$ cat src/design/swma_pkg.sv
// Package for the sliding window moving average block.
// Holds the sequencer state type, control structs and fixed register constants.
// No dependencies.
`timescale 1ns / 1ps
`default_nettype none

package swma_pkg;

  // The window length register has a fixed width.
  localparam int unsigned CFG_W = 9;
  localparam logic [CFG_W-1:0] WINDOW_LENGTH_RESET = 9'd8;

  typedef enum logic [1:0] {
    ST_IDLE,
    ST_UPDATE,
    ST_DIVIDE
  } seq_state_e;

  // Sequencer to window: one strobe per phase of an item.
  typedef struct packed {
    logic accept;  // Write the new sample and read the oldest one.
    logic update;  // Commit the new sum, count and pointers.
    logic last;    // The item closes its stream; empty the window on update.
    logic clear;   // A register write empties the window.
  } win_ctrl_t;

  // Sequencer to divider.
  typedef struct packed {
    logic start;
    logic ack;
  } div_ctrl_t;

  // Divider back to the sequencer.
  typedef struct packed {
    logic busy;
    logic done;
  } div_stat_t;

endpackage

`default_nettype wire

$ cat src/design/swma_if.sv
// Channel interfaces of the moving average block: input, result and config.
// Each carries valid, ready and the payload. No dependencies.
`timescale 1ns / 1ps
`default_nettype none

interface swma_in_if #(
  parameter int unsigned SAMPLE_BITS = 16
) ();
  logic                          valid;
  logic                          ready;
  logic signed [SAMPLE_BITS-1:0] sample;
  logic                          end_of_stream;

  modport source (output valid, output sample, output end_of_stream, input ready);
  modport sink   (input valid, input sample, input end_of_stream, output ready);
endinterface

interface swma_out_if #(
  parameter int unsigned AVERAGE_BITS = 24,
  parameter int unsigned FILL_BITS    = 9
) ();
  logic                           valid;
  logic                           ready;
  logic signed [AVERAGE_BITS-1:0] average;
  logic        [FILL_BITS-1:0]    fill_count;
  logic                           last_result;

  modport source (output valid, output average, output fill_count, output last_result,
                  input ready);
  modport sink   (input valid, input average, input fill_count, input last_result,
                  output ready);
endinterface

interface swma_cfg_if ();
  logic       valid;
  logic       ready;
  logic [8:0] window_length;

  modport source (output valid, output window_length, input ready);
  modport sink   (input valid, input window_length, output ready);
endinterface

`default_nettype wire

$ cat src/design/sliding_window_moving_average.sv
// Top level of the sliding window moving average block.
// Depends on swma_pkg, the channel interfaces, swma_window and swma_divider.
`timescale 1ns / 1ps
`default_nettype none

// Channel   Direction  Payload
// in_i      sink       sample, end_of_stream
// out_o     source     average, fill_count, last_result
// cfg_i     sink       window_length
//
// An item is taken only while the sequencer is idle. In the update state the window
// commits the new sum and count and the restoring divider starts; it produces one
// quotient bit per cycle over SAMPLE_BITS + clog2(MAX_WINDOW) + FRACTION_BITS bits
// (32 by default), then the result register is loaded. The next item is taken
// only after the result register has been loaded.
// Reset is asynchronous and empties the window; the window length returns to 8.
// The store needs no clearing pass. A stalled result register holds the divider
// until it frees up; input and config are refused while an item is in flight.

module sliding_window_moving_average
  import swma_pkg::*;
#(
  parameter int unsigned MAX_WINDOW    = 256,
  parameter int unsigned SAMPLE_BITS   = 16,
  parameter int unsigned FRACTION_BITS = 8
) (
  input  wire          clk_i,
  input  wire          rst_ni,
  swma_in_if.sink      in_i,
  swma_out_if.source   out_o,
  swma_cfg_if.sink     cfg_i
);

  // Derived widths: fill count, running sum, divider dividend and result.
  localparam int unsigned CNT_W = $clog2(MAX_WINDOW + 1);
  localparam int unsigned SUM_W = SAMPLE_BITS + $clog2(MAX_WINDOW);
  localparam int unsigned DVD_W = SUM_W + FRACTION_BITS;
  localparam int unsigned AVG_W = SAMPLE_BITS + FRACTION_BITS;

  seq_state_e state_q, state_d;

  logic [CFG_W-1:0] len_q;
  logic [CNT_W-1:0] eff_len;

  logic                    last_q;
  logic                    cfg_fire;
  logic                    in_fire;
  logic                    load_out;

  win_ctrl_t               win_ctrl;
  logic signed [SUM_W-1:0] new_sum;
  logic        [CNT_W-1:0] new_count;

  div_ctrl_t               div_ctrl;
  div_stat_t               div_stat;
  logic        [SUM_W-1:0] sum_mag;
  logic        [DVD_W-1:0] dividend;
  logic signed [AVG_W-1:0] quotient;

  logic                    out_valid_q;
  logic signed [AVG_W-1:0] avg_q;
  logic        [CNT_W-1:0] fill_q;
  logic        [CNT_W-1:0] fill_res_q;
  logic                    last_out_q;

  // A length of zero acts as one; lengths above the store depth are clamped.
  always_comb begin
    if (32'(len_q) > 32'(MAX_WINDOW)) begin
      eff_len = CNT_W'(MAX_WINDOW);
    end else if (len_q == '0) begin
      eff_len = CNT_W'(1);
    end else begin
      eff_len = CNT_W'(len_q);
    end
  end

  // Config writes and items are both taken only when idle; a pending config
  // write goes first so that the window is emptied before the next item.
  assign cfg_i.ready = (state_q == ST_IDLE);
  assign in_i.ready  = (state_q == ST_IDLE) && !cfg_i.valid;
  assign cfg_fire    = cfg_i.valid && cfg_i.ready;
  assign in_fire     = in_i.valid && in_i.ready;

  // The result register is loaded once the quotient is ready and the slot is free.
  assign load_out = (state_q == ST_DIVIDE) && div_stat.done && (!out_valid_q || out_o.ready);

  // The sum magnitude is scaled by the fraction bits before division.
  assign sum_mag  = new_sum[SUM_W-1] ? (SUM_W'(0) - SUM_W'(new_sum)) : SUM_W'(new_sum);
  assign dividend = DVD_W'(sum_mag) << FRACTION_BITS;

  always_comb begin
    state_d         = state_q;
    win_ctrl.accept = 1'b0;
    win_ctrl.update = 1'b0;
    win_ctrl.last   = last_q;
    win_ctrl.clear  = cfg_fire;
    div_ctrl.start  = 1'b0;
    div_ctrl.ack    = 1'b0;
    unique case (state_q)
      ST_IDLE: begin
        if (in_fire) begin
          win_ctrl.accept = 1'b1;
          state_d         = ST_UPDATE;
        end
      end
      ST_UPDATE: begin
        win_ctrl.update = 1'b1;
        div_ctrl.start  = 1'b1;
        state_d         = ST_DIVIDE;
      end
      ST_DIVIDE: begin
        if (load_out) begin
          div_ctrl.ack = 1'b1;
          state_d      = ST_IDLE;
        end
      end
      default: begin
        state_d = ST_IDLE;
      end
    endcase
  end

  always_ff @(posedge clk_i or negedge rst_ni) begin
    if (!rst_ni) begin
      state_q     <= ST_IDLE;
      len_q       <= WINDOW_LENGTH_RESET;
      out_valid_q <= 1'b0;
    end else begin
      state_q <= state_d;
      if (cfg_fire) begin
        len_q <= cfg_i.window_length;
      end
      if (load_out) begin
        out_valid_q <= 1'b1;
      end else if (out_o.ready) begin
        out_valid_q <= 1'b0;
      end
    end
  end

  // Payload registers need no reset.
  always_ff @(posedge clk_i) begin
    if (in_fire) begin
      last_q <= in_i.end_of_stream;
    end
    if (state_q == ST_UPDATE) begin
      fill_res_q <= new_count;
    end
    if (load_out) begin
      avg_q      <= quotient;
      fill_q     <= fill_res_q;
      last_out_q <= last_q;
    end
  end

  swma_window #(
    .MAX_WINDOW  (MAX_WINDOW),
    .SAMPLE_BITS (SAMPLE_BITS),
    .CNT_W       (CNT_W),
    .SUM_W       (SUM_W)
  ) u_window (
    .clk_i       (clk_i),
    .rst_ni      (rst_ni),
    .ctrl_i      (win_ctrl),
    .sample_i    (in_i.sample),
    .eff_len_i   (eff_len),
    .new_sum_o   (new_sum),
    .new_count_o (new_count)
  );

  swma_divider #(
    .DVD_W (DVD_W),
    .DVS_W (CNT_W),
    .RES_W (AVG_W)
  ) u_divider (
    .clk_i      (clk_i),
    .rst_ni     (rst_ni),
    .ctrl_i     (div_ctrl),
    .dividend_i (dividend),
    .divisor_i  (new_count),
    .neg_i      (new_sum[SUM_W-1]),
    .stat_o     (div_stat),
    .result_o   (quotient)
  );

  assign out_o.valid       = out_valid_q;
  assign out_o.average     = avg_q;
  assign out_o.fill_count  = fill_q;
  assign out_o.last_result = last_out_q;

endmodule

`default_nettype wire

$ cat src/design/swma_window.sv
// Ring store of samples with running sum, fill count and pointers.
// Depends on swma_pkg for the control struct.
`timescale 1ns / 1ps
`default_nettype none

module swma_window
  import swma_pkg::*;
#(
  parameter int unsigned MAX_WINDOW  = 256,
  parameter int unsigned SAMPLE_BITS = 16,
  parameter int unsigned CNT_W       = 9,
  parameter int unsigned SUM_W       = 24
) (
  input  wire                          clk_i,
  input  wire                          rst_ni,
  input  win_ctrl_t                    ctrl_i,
  input  wire signed [SAMPLE_BITS-1:0] sample_i,
  input  wire        [CNT_W-1:0]       eff_len_i,
  output logic signed [SUM_W-1:0]      new_sum_o,
  output logic       [CNT_W-1:0]       new_count_o
);

  localparam int unsigned PTR_W = $clog2(MAX_WINDOW);

  logic signed [SAMPLE_BITS-1:0] store_mem [MAX_WINDOW];
  logic signed [SAMPLE_BITS-1:0] evict_q;
  logic signed [SAMPLE_BITS-1:0] sample_q;
  logic                          evict_flag_q, evict_flag_d;

  logic [PTR_W-1:0]        old_ptr_q, old_ptr_d;
  logic [PTR_W-1:0]        wr_ptr_q, wr_ptr_d;
  logic [CNT_W-1:0]        count_q, count_d;
  logic signed [SUM_W-1:0] sum_q, sum_d;
  logic signed [SUM_W-1:0] evict_ext;

  function automatic logic [PTR_W-1:0] advance(input logic [PTR_W-1:0] p);
    if (p == PTR_W'(MAX_WINDOW - 1)) begin
      return '0;
    end
    return p + PTR_W'(1);
  endfunction

  // Read comes before write, so a full ring of MAX_WINDOW entries sees the old sample.
  always_ff @(posedge clk_i) begin
    if (ctrl_i.accept) begin
      evict_q              <= store_mem[old_ptr_q];
      store_mem[wr_ptr_q]  <= sample_i;
      sample_q             <= sample_i;
    end
  end

  assign evict_flag_d = (count_q >= eff_len_i);
  assign evict_ext    = evict_flag_q ? SUM_W'(evict_q) : '0;
  assign new_sum_o    = sum_q - evict_ext + SUM_W'(sample_q);
  assign new_count_o  = count_q - CNT_W'(evict_flag_q) + CNT_W'(1);

  always_comb begin
    old_ptr_d = old_ptr_q;
    wr_ptr_d  = wr_ptr_q;
    count_d   = count_q;
    sum_d     = sum_q;
    if (ctrl_i.clear || (ctrl_i.update && ctrl_i.last)) begin
      old_ptr_d = '0;
      wr_ptr_d  = '0;
      count_d   = '0;
      sum_d     = '0;
    end else if (ctrl_i.update) begin
      old_ptr_d = evict_flag_q ? advance(old_ptr_q) : old_ptr_q;
      wr_ptr_d  = advance(wr_ptr_q);
      count_d   = new_count_o;
      sum_d     = new_sum_o;
    end
  end

  always_ff @(posedge clk_i or negedge rst_ni) begin
    if (!rst_ni) begin
      old_ptr_q    <= '0;
      wr_ptr_q     <= '0;
      count_q      <= '0;
      sum_q        <= '0;
      evict_flag_q <= 1'b0;
    end else begin
      old_ptr_q <= old_ptr_d;
      wr_ptr_q  <= wr_ptr_d;
      count_q   <= count_d;
      sum_q     <= sum_d;
      if (ctrl_i.accept) begin
        evict_flag_q <= evict_flag_d;
      end
    end
  end

endmodule

`default_nettype wire

$ cat src/design/swma_divider.sv
// Restoring divider, one quotient bit per cycle, with sign applied at the end.
// Depends on swma_pkg for the control and status structs.
`timescale 1ns / 1ps
`default_nettype none

module swma_divider
  import swma_pkg::*;
#(
  parameter int unsigned DVD_W = 32,
  parameter int unsigned DVS_W = 9,
  parameter int unsigned RES_W = 24
) (
  input  wire                     clk_i,
  input  wire                     rst_ni,
  input  div_ctrl_t               ctrl_i,
  input  wire        [DVD_W-1:0]  dividend_i,
  input  wire        [DVS_W-1:0]  divisor_i,
  input  wire                     neg_i,
  output div_stat_t               stat_o,
  output logic signed [RES_W-1:0] result_o
);

  localparam int unsigned STEP_W = $clog2(DVD_W);

  logic [DVS_W-1:0]  rem_q;
  logic [DVD_W-1:0]  quo_q;
  logic [DVS_W-1:0]  dvs_q;
  logic [STEP_W-1:0] step_q;
  logic              neg_q;
  logic              busy_q;
  logic              done_q;

  logic [DVS_W:0]    trial;
  logic              fits;
  logic [DVS_W:0]    diff;
  logic [DVD_W-1:0]  signed_quo;

  // Remainder stays below the divisor, so the shifted trial needs one more bit.
  assign trial = {rem_q, quo_q[DVD_W-1]};
  assign fits  = (trial >= {1'b0, dvs_q});
  assign diff  = trial - {1'b0, dvs_q};

  always_ff @(posedge clk_i) begin
    if (ctrl_i.start) begin
      rem_q <= '0;
      quo_q <= dividend_i;
      dvs_q <= divisor_i;
      neg_q <= neg_i;
    end else if (busy_q) begin
      rem_q <= fits ? diff[DVS_W-1:0] : trial[DVS_W-1:0];
      quo_q <= {quo_q[DVD_W-2:0], fits};
    end
  end

  always_ff @(posedge clk_i or negedge rst_ni) begin
    if (!rst_ni) begin
      busy_q <= 1'b0;
      done_q <= 1'b0;
      step_q <= '0;
    end else begin
      if (ctrl_i.start) begin
        busy_q <= 1'b1;
        done_q <= 1'b0;
        step_q <= STEP_W'(DVD_W - 1);
      end else if (busy_q) begin
        step_q <= step_q - STEP_W'(1);
        if (step_q == '0) begin
          busy_q <= 1'b0;
          done_q <= 1'b1;
        end
      end else if (ctrl_i.ack) begin
        done_q <= 1'b0;
      end
    end
  end

  assign signed_quo    = neg_q ? (DVD_W'(0) - quo_q) : quo_q;
  assign result_o      = signed_quo[RES_W-1:0];
  assign stat_o.busy   = busy_q;
  assign stat_o.done   = done_q;

endmodule

`default_nettype wire

$ cat src/flat_wrapper.sv
// flat-port wrapper written by rule: the top's interface ports become plain ports
module sliding_window_moving_average_flat import swma_pkg::*;
#(
  parameter int unsigned MAX_WINDOW    = 256,
  parameter int unsigned SAMPLE_BITS   = 16,
  parameter int unsigned FRACTION_BITS = 8
)
  (clk_i, rst_ni, in_i_valid, in_i_sample, in_i_end_of_stream, in_i_ready, out_o_valid, out_o_average, out_o_fill_count, out_o_last_result, out_o_ready, cfg_i_valid, cfg_i_window_length, cfg_i_ready);
  swma_in_if #(.SAMPLE_BITS(SAMPLE_BITS)) in_i_i ();
  swma_out_if #(.AVERAGE_BITS(24), .FILL_BITS(9)) out_o_i ();
  swma_cfg_if cfg_i_i ();
  input  wire clk_i;
  input  wire rst_ni;
  input wire logic [$bits(in_i_i.valid)-1:0] in_i_valid;
  input wire logic [$bits(in_i_i.sample)-1:0] in_i_sample;
  input wire logic [$bits(in_i_i.end_of_stream)-1:0] in_i_end_of_stream;
  output wire logic [$bits(in_i_i.ready)-1:0] in_i_ready;
  output wire logic [$bits(out_o_i.valid)-1:0] out_o_valid;
  output wire logic [$bits(out_o_i.average)-1:0] out_o_average;
  output wire logic [$bits(out_o_i.fill_count)-1:0] out_o_fill_count;
  output wire logic [$bits(out_o_i.last_result)-1:0] out_o_last_result;
  input wire logic [$bits(out_o_i.ready)-1:0] out_o_ready;
  input wire logic [$bits(cfg_i_i.valid)-1:0] cfg_i_valid;
  input wire logic [$bits(cfg_i_i.window_length)-1:0] cfg_i_window_length;
  output wire logic [$bits(cfg_i_i.ready)-1:0] cfg_i_ready;
  assign in_i_i.valid = in_i_valid;
  assign in_i_i.sample = in_i_sample;
  assign in_i_i.end_of_stream = in_i_end_of_stream;
  assign in_i_ready = in_i_i.ready;
  assign out_o_valid = out_o_i.valid;
  assign out_o_average = out_o_i.average;
  assign out_o_fill_count = out_o_i.fill_count;
  assign out_o_last_result = out_o_i.last_result;
  assign out_o_i.ready = out_o_ready;
  assign cfg_i_i.valid = cfg_i_valid;
  assign cfg_i_i.window_length = cfg_i_window_length;
  assign cfg_i_ready = cfg_i_i.ready;
  sliding_window_moving_average #(.MAX_WINDOW(MAX_WINDOW), .SAMPLE_BITS(SAMPLE_BITS), .FRACTION_BITS(FRACTION_BITS)) u_core (.clk_i(clk_i), .rst_ni(rst_ni), .in_i(in_i_i), .out_o(out_o_i), .cfg_i(cfg_i_i));
endmodule
$ cat config.mk
export PLATFORM = sky130hd
export DESIGN_NAME = sliding_window_moving_average_flat
export DESIGN_NICKNAME = d
export VERILOG_FILES = /design/src/design/swma_pkg.sv /design/src/design/swma_if.sv /design/src/design/sliding_window_moving_average.sv /design/src/design/swma_window.sv /design/src/design/swma_divider.sv /design/src/flat_wrapper.sv
export SDC_FILE = /design/constraint.sdc
export NUM_CORES = 2
export LEC_CHECK = 0
export BUFFER_PORTS_ARGS = -buffer_cell sky130_fd_sc_hd__buf_2
export CELL_PAD_IN_SITES_DETAIL_PLACEMENT = 0
export CELL_PAD_IN_SITES_GLOBAL_PLACEMENT = 2
export CORE_MARGIN = 2
export CORE_UTILIZATION = 45
export DETAILED_ROUTE_END_ITERATION = 10
export PLACE_DENSITY_LB_ADDON = 0.1
export SYNTH_ARGS = -nofsm -noshare
export SYNTH_HDL_FRONTEND = slang
export SYNTH_SLANG_ARGS = --single-unit
$ cat constraint.sdc
create_clock -name clk_i -period 4.15 [get_ports clk_i]
set_input_delay 0 -clock clk_i [delete_from_list [all_inputs] [get_ports clk_i]]
set_output_delay 0 -clock clk_i [all_outputs]
set_load 0.01 [all_outputs]
==> results.cfg <==
[worst_setup_path]
startpoint_type = register
reg2reg_slack_ns = 0.14
timing.critical_path.arrival_ns = 4.69
critPathMaxFanout = 8
crit_chain = buf_2 > and2_1 > fa_1 > inv_1 > ha_1 > buf_4 > a21o_1 > a31o_2 > o41ai_1 > nor3_1 > a21o_1 > nor4_2 > buf_4 > a41oi_2 > xor2_1 > o21ai_0
critical_path.max_stage_delay_ns = 0.47
rr_endpoint = u_core.u_divider.quo_q[28]
worstSetupEndpointType = register
cp.required_ns = 4.83
reg2reg_from = u_core.u_window.evict_flag_q
worst_path_max_delay_cell = fa_1
criticalPathCategory = register to register
rr_worst_depth = 16

[floorplanning]
initial_core_util_pct = 45.29
core-area_um2 = 369400
io_pins = 68
rows = 223
die_w_um = 613.8
die_area_um2 = 376700
die_h_um = 613.8

[synthesis]
synth_edf_count = 4197
ys_seq_elements = 4283
synthArstFlopShare_pct = 1.611
synth_ff_type = edfxtp_1
syn_avg_cell_area_um2 = 23.20
ys_warn_count = 0
syn_area_um2 = 167300
ys_seq_area_share_pct = 76.56
syn_nets = 7330
ys_types = 70
synthCells = 7213

[min_path]
holdPathStages = 2
min_to = u_core.u_window.store_mem[246][3]
worstHoldPathType = primary input to register
min_from = in_i_sample[3]

[clock_tree]
cts_made_buffers = 448
tritoncts = done
insertion_delay_ns = 0.99
cts_root_buffer = clkbuf_16
clk_pin_slew_ns = 0.08
clock_sinks = 4283
cts_buffer_depth = 4
h-tree-depth = 5

[timing]
fmax_ghz = 0.2494
grt_setup_unrepaired = true
setup-violations-final = 0
final.min_clock_period_ns = 4.010
tns_ns = 0
clock_skew_ns = 0.05700
hold_violations = 0
worst_pin_slew_ns = 1.312
maxSlewHeadroom_pct = 12.54
period_share_pct = 96.62
slew_violations = 0
holdWs_ns = 0.06040

[cells_and_area]
syn_to_final_growth_pct = 15.53
layoutNonFillerInstCount = 13360
drive_gt1_share_pct = 32.60
postLayoutCoreUtil_pct = 52.33
nNetsFinal = 8141

[power]
ir_worst_vdd_v = 0.0005708
powerDensity_nw_per_um2 = 544.5
total_power_w = 0.1053
p_leak_nw = 59.65

[drt]
drtIter0Drc = 8999
via_per_inst = 5.872
final_antenna_net_count = 0
drc = 0
dr.pass1.iters = 5
wl_per_cell_um = 32.16
num_vias = 78450
wl_um = 429700

[global_route]
grt_util_met1_pct = 34.95
busiest_layer = met1
grt_usage_pct = 22.82
grt_max_degree = 145
use_met3_pct = 3.767
grt_pass1_vias = 79010
antenna_found_initial = 30
grt_pass1_wl_um = 608500
grt_overflow = 0
grt_use_met2_pct = 34.62

[placed_design]
dp_hpwl_um = 269100
dp.cells = 12470
io_buffers = 67
gp_congestion = 0.8160

[flow_run]
cap_violations = 0

[outcome]
status = finished clean
==> how the worst max path moves through the flow <==
stage | start | endpoint | slack, ns | cells after the start
floorplan | u_core.u_window.evict_flag_q | u_core.u_divider.quo_q[30] | 0.13 | 17
CTS | u_core.u_window.evict_q[12] | u_core.u_divider.quo_q[26] | 0.06 | 14
global placement | u_core.u_window.evict_flag_q | u_core.u_divider.quo_q[30] | -0.07 | 15
detailed placement | u_core.u_window.evict_flag_q | u_core.u_divider.quo_q[13] | -0.03 | 15
global route | u_core.u_window.evict_flag_q | u_core.u_divider.quo_q[29] | -0.04 | 16
finish | u_core.u_window.evict_flag_q | u_core.u_divider.quo_q[28] | 0.14 | 16
==> metrics by stage <==
stage / cell area [um^2] / setup slack (ns)
finish: 193300 / 0.1402
global route: 193300 / -0.03503
CTS: 193100 / 0.06415
detailed placement: 178200 / -0.03409
global placement: 178200 / -0.06973
floorplan: 167300 / 0.1270
==> sequential cells by signal, summed over array words and instances (netlist names) <==
name / count
u_core.u_window.store_mem: 4096
u_core.u_divider.quo_q: 32
u_core.out_o.average: 24
u_core.u_window.sum_q: 24
u_core.u_window.evict_q: 16
u_core.u_window.sample_q: 16
u_core.len_q: 9
u_core.out_o.fill_count: 9
u_core.u_divider.dvs_q: 9
u_core.u_divider.rem_q: 9
u_core.u_window.count_q: 9
u_core.u_window.old_ptr_q: 8
u_core.u_window.wr_ptr_q: 8
u_core.u_divider.step_q: 5
u_core.state_q: 2
u_core.last_q: 1
u_core.out_o.last_result: 1
u_core.out_o.valid: 1
u_core.u_divider.busy_q: 1
u_core.u_divider.done_q: 1
u_core.u_divider.neg_q: 1
u_core.u_window.evict_flag_q: 1
==> final cells by class <==
class / count / area, um^2
Timing Repair Buffer: 749 / 6819
Fill cell: 28770 / 176100
Multi-Input combinational cell: 2412 / 37300
Sequential cell: 4283 / 128100
Tap cell: 4950 / 6193
Antenna cell: 15 / 37.54
Clock buffer: 537 / 11650
Clock inverter: 284 / 2700
Inverter: 130 / 491.7
==> per-layer routing <==
layer / wire (um) / part of all wire, % / up-vias
met4: 9867 / 2.3 / 0
met3: 29280 / 6.8 / 491
met1: 192300 / 45 / 43000
li1: - / - / 32280
met5: 0 / 0 / -
met2: 198200 / 46 / 2674
==> synthesized netlist by cell type, types with 28 or more instances <==
master / instances / area, um^2
a21oi_1: 49 / 245.2
mux4_2: 1360 / 30630
dfrtp_1: 68 / 1702
clkbuf_1: 243 / 912.1
nand3_1: 28 / 140.1
ha_1: 62 / 775.7
o21ai_0: 89 / 445.4
inv_1: 128 / 480.5
xnor2_1: 50 / 437.9
nor2_1: 316 / 1186
nand2_1: 124 / 465.5
buf_2: 108 / 540.5
edfxtp_1: 4197 / 126000
buf_1: 32 / 120.1
==> power by group <==
| part | switching, W | leakage [nW] | internal (W) |
|---|---|---|---|
| clock network | 0.0167 | 7.01 | 0.0227 |
| registers | 0.000445 | 38.8 | 0.0483 |
| logic | 0.00944 | 13.8 | 0.00770 |
==> critical path: cells and delay by family, from the launching register on <==
kind / cells / cell delay, ns
simple gates: 3 / 0.50
xor+xnor: 1 / 0.17
fa+ha+maj: 2 / 0.76
flops: 1 / 0.46
buf+inv: 4 / 0.56
compound gates: 6 / 1.29
==> timing repair <==
action	CTS	global route
hold buffers	57	0
hold endpoints to repair	2725	0
pin swaps	0	6
resized for setup	4	32
setup endpoints to repair	6	22
setup buffers	0	1
==> logic make-up after synthesis <==
| kind of cell | share of synthesized area, % |
|---|---|
| flip-flops | 76.56 |
| multiplexers | 18.46 |
| AND/OR/NAND/NOR | 1.603 |
| buffers and inverters | 1.263 |
| AO/OA/AOI/OAI | 0.9691 |
| adder cells (fa/ha/maj) | 0.7508 |
| XOR/XNOR | 0.3978 |
==> cells in the final DEF (no fill, tap or decap), types with 17 or more instances in the layout <==
master	synthesis	layout
a21o_1	20	20
a21oi_1	49	46
and2_1	21	21
buf_12	0	85
buf_2	108	51
buf_4	1	541
bufinv_16	0	44
clkbuf_1	243	83
clkbuf_16	0	452
clkinv_1	2	127
clkinv_2	0	83
dfrtp_1	68	61
dfxtp_1	17	17
dlygate4sd3_1	0	56
edfxtp_1	4197	4197
fa_1	24	24
ha_1	62	60
inv_1	128	126
mux4_2	1360	1360
nand2_1	124	108
nand3_1	28	28
nor2_1	316	315
nor2b_1	19	18
nor3_1	21	20
o21ai_0	89	84
xnor2_1	50	49
xor2_1	26	25
(Power assumes the default switching activity.)
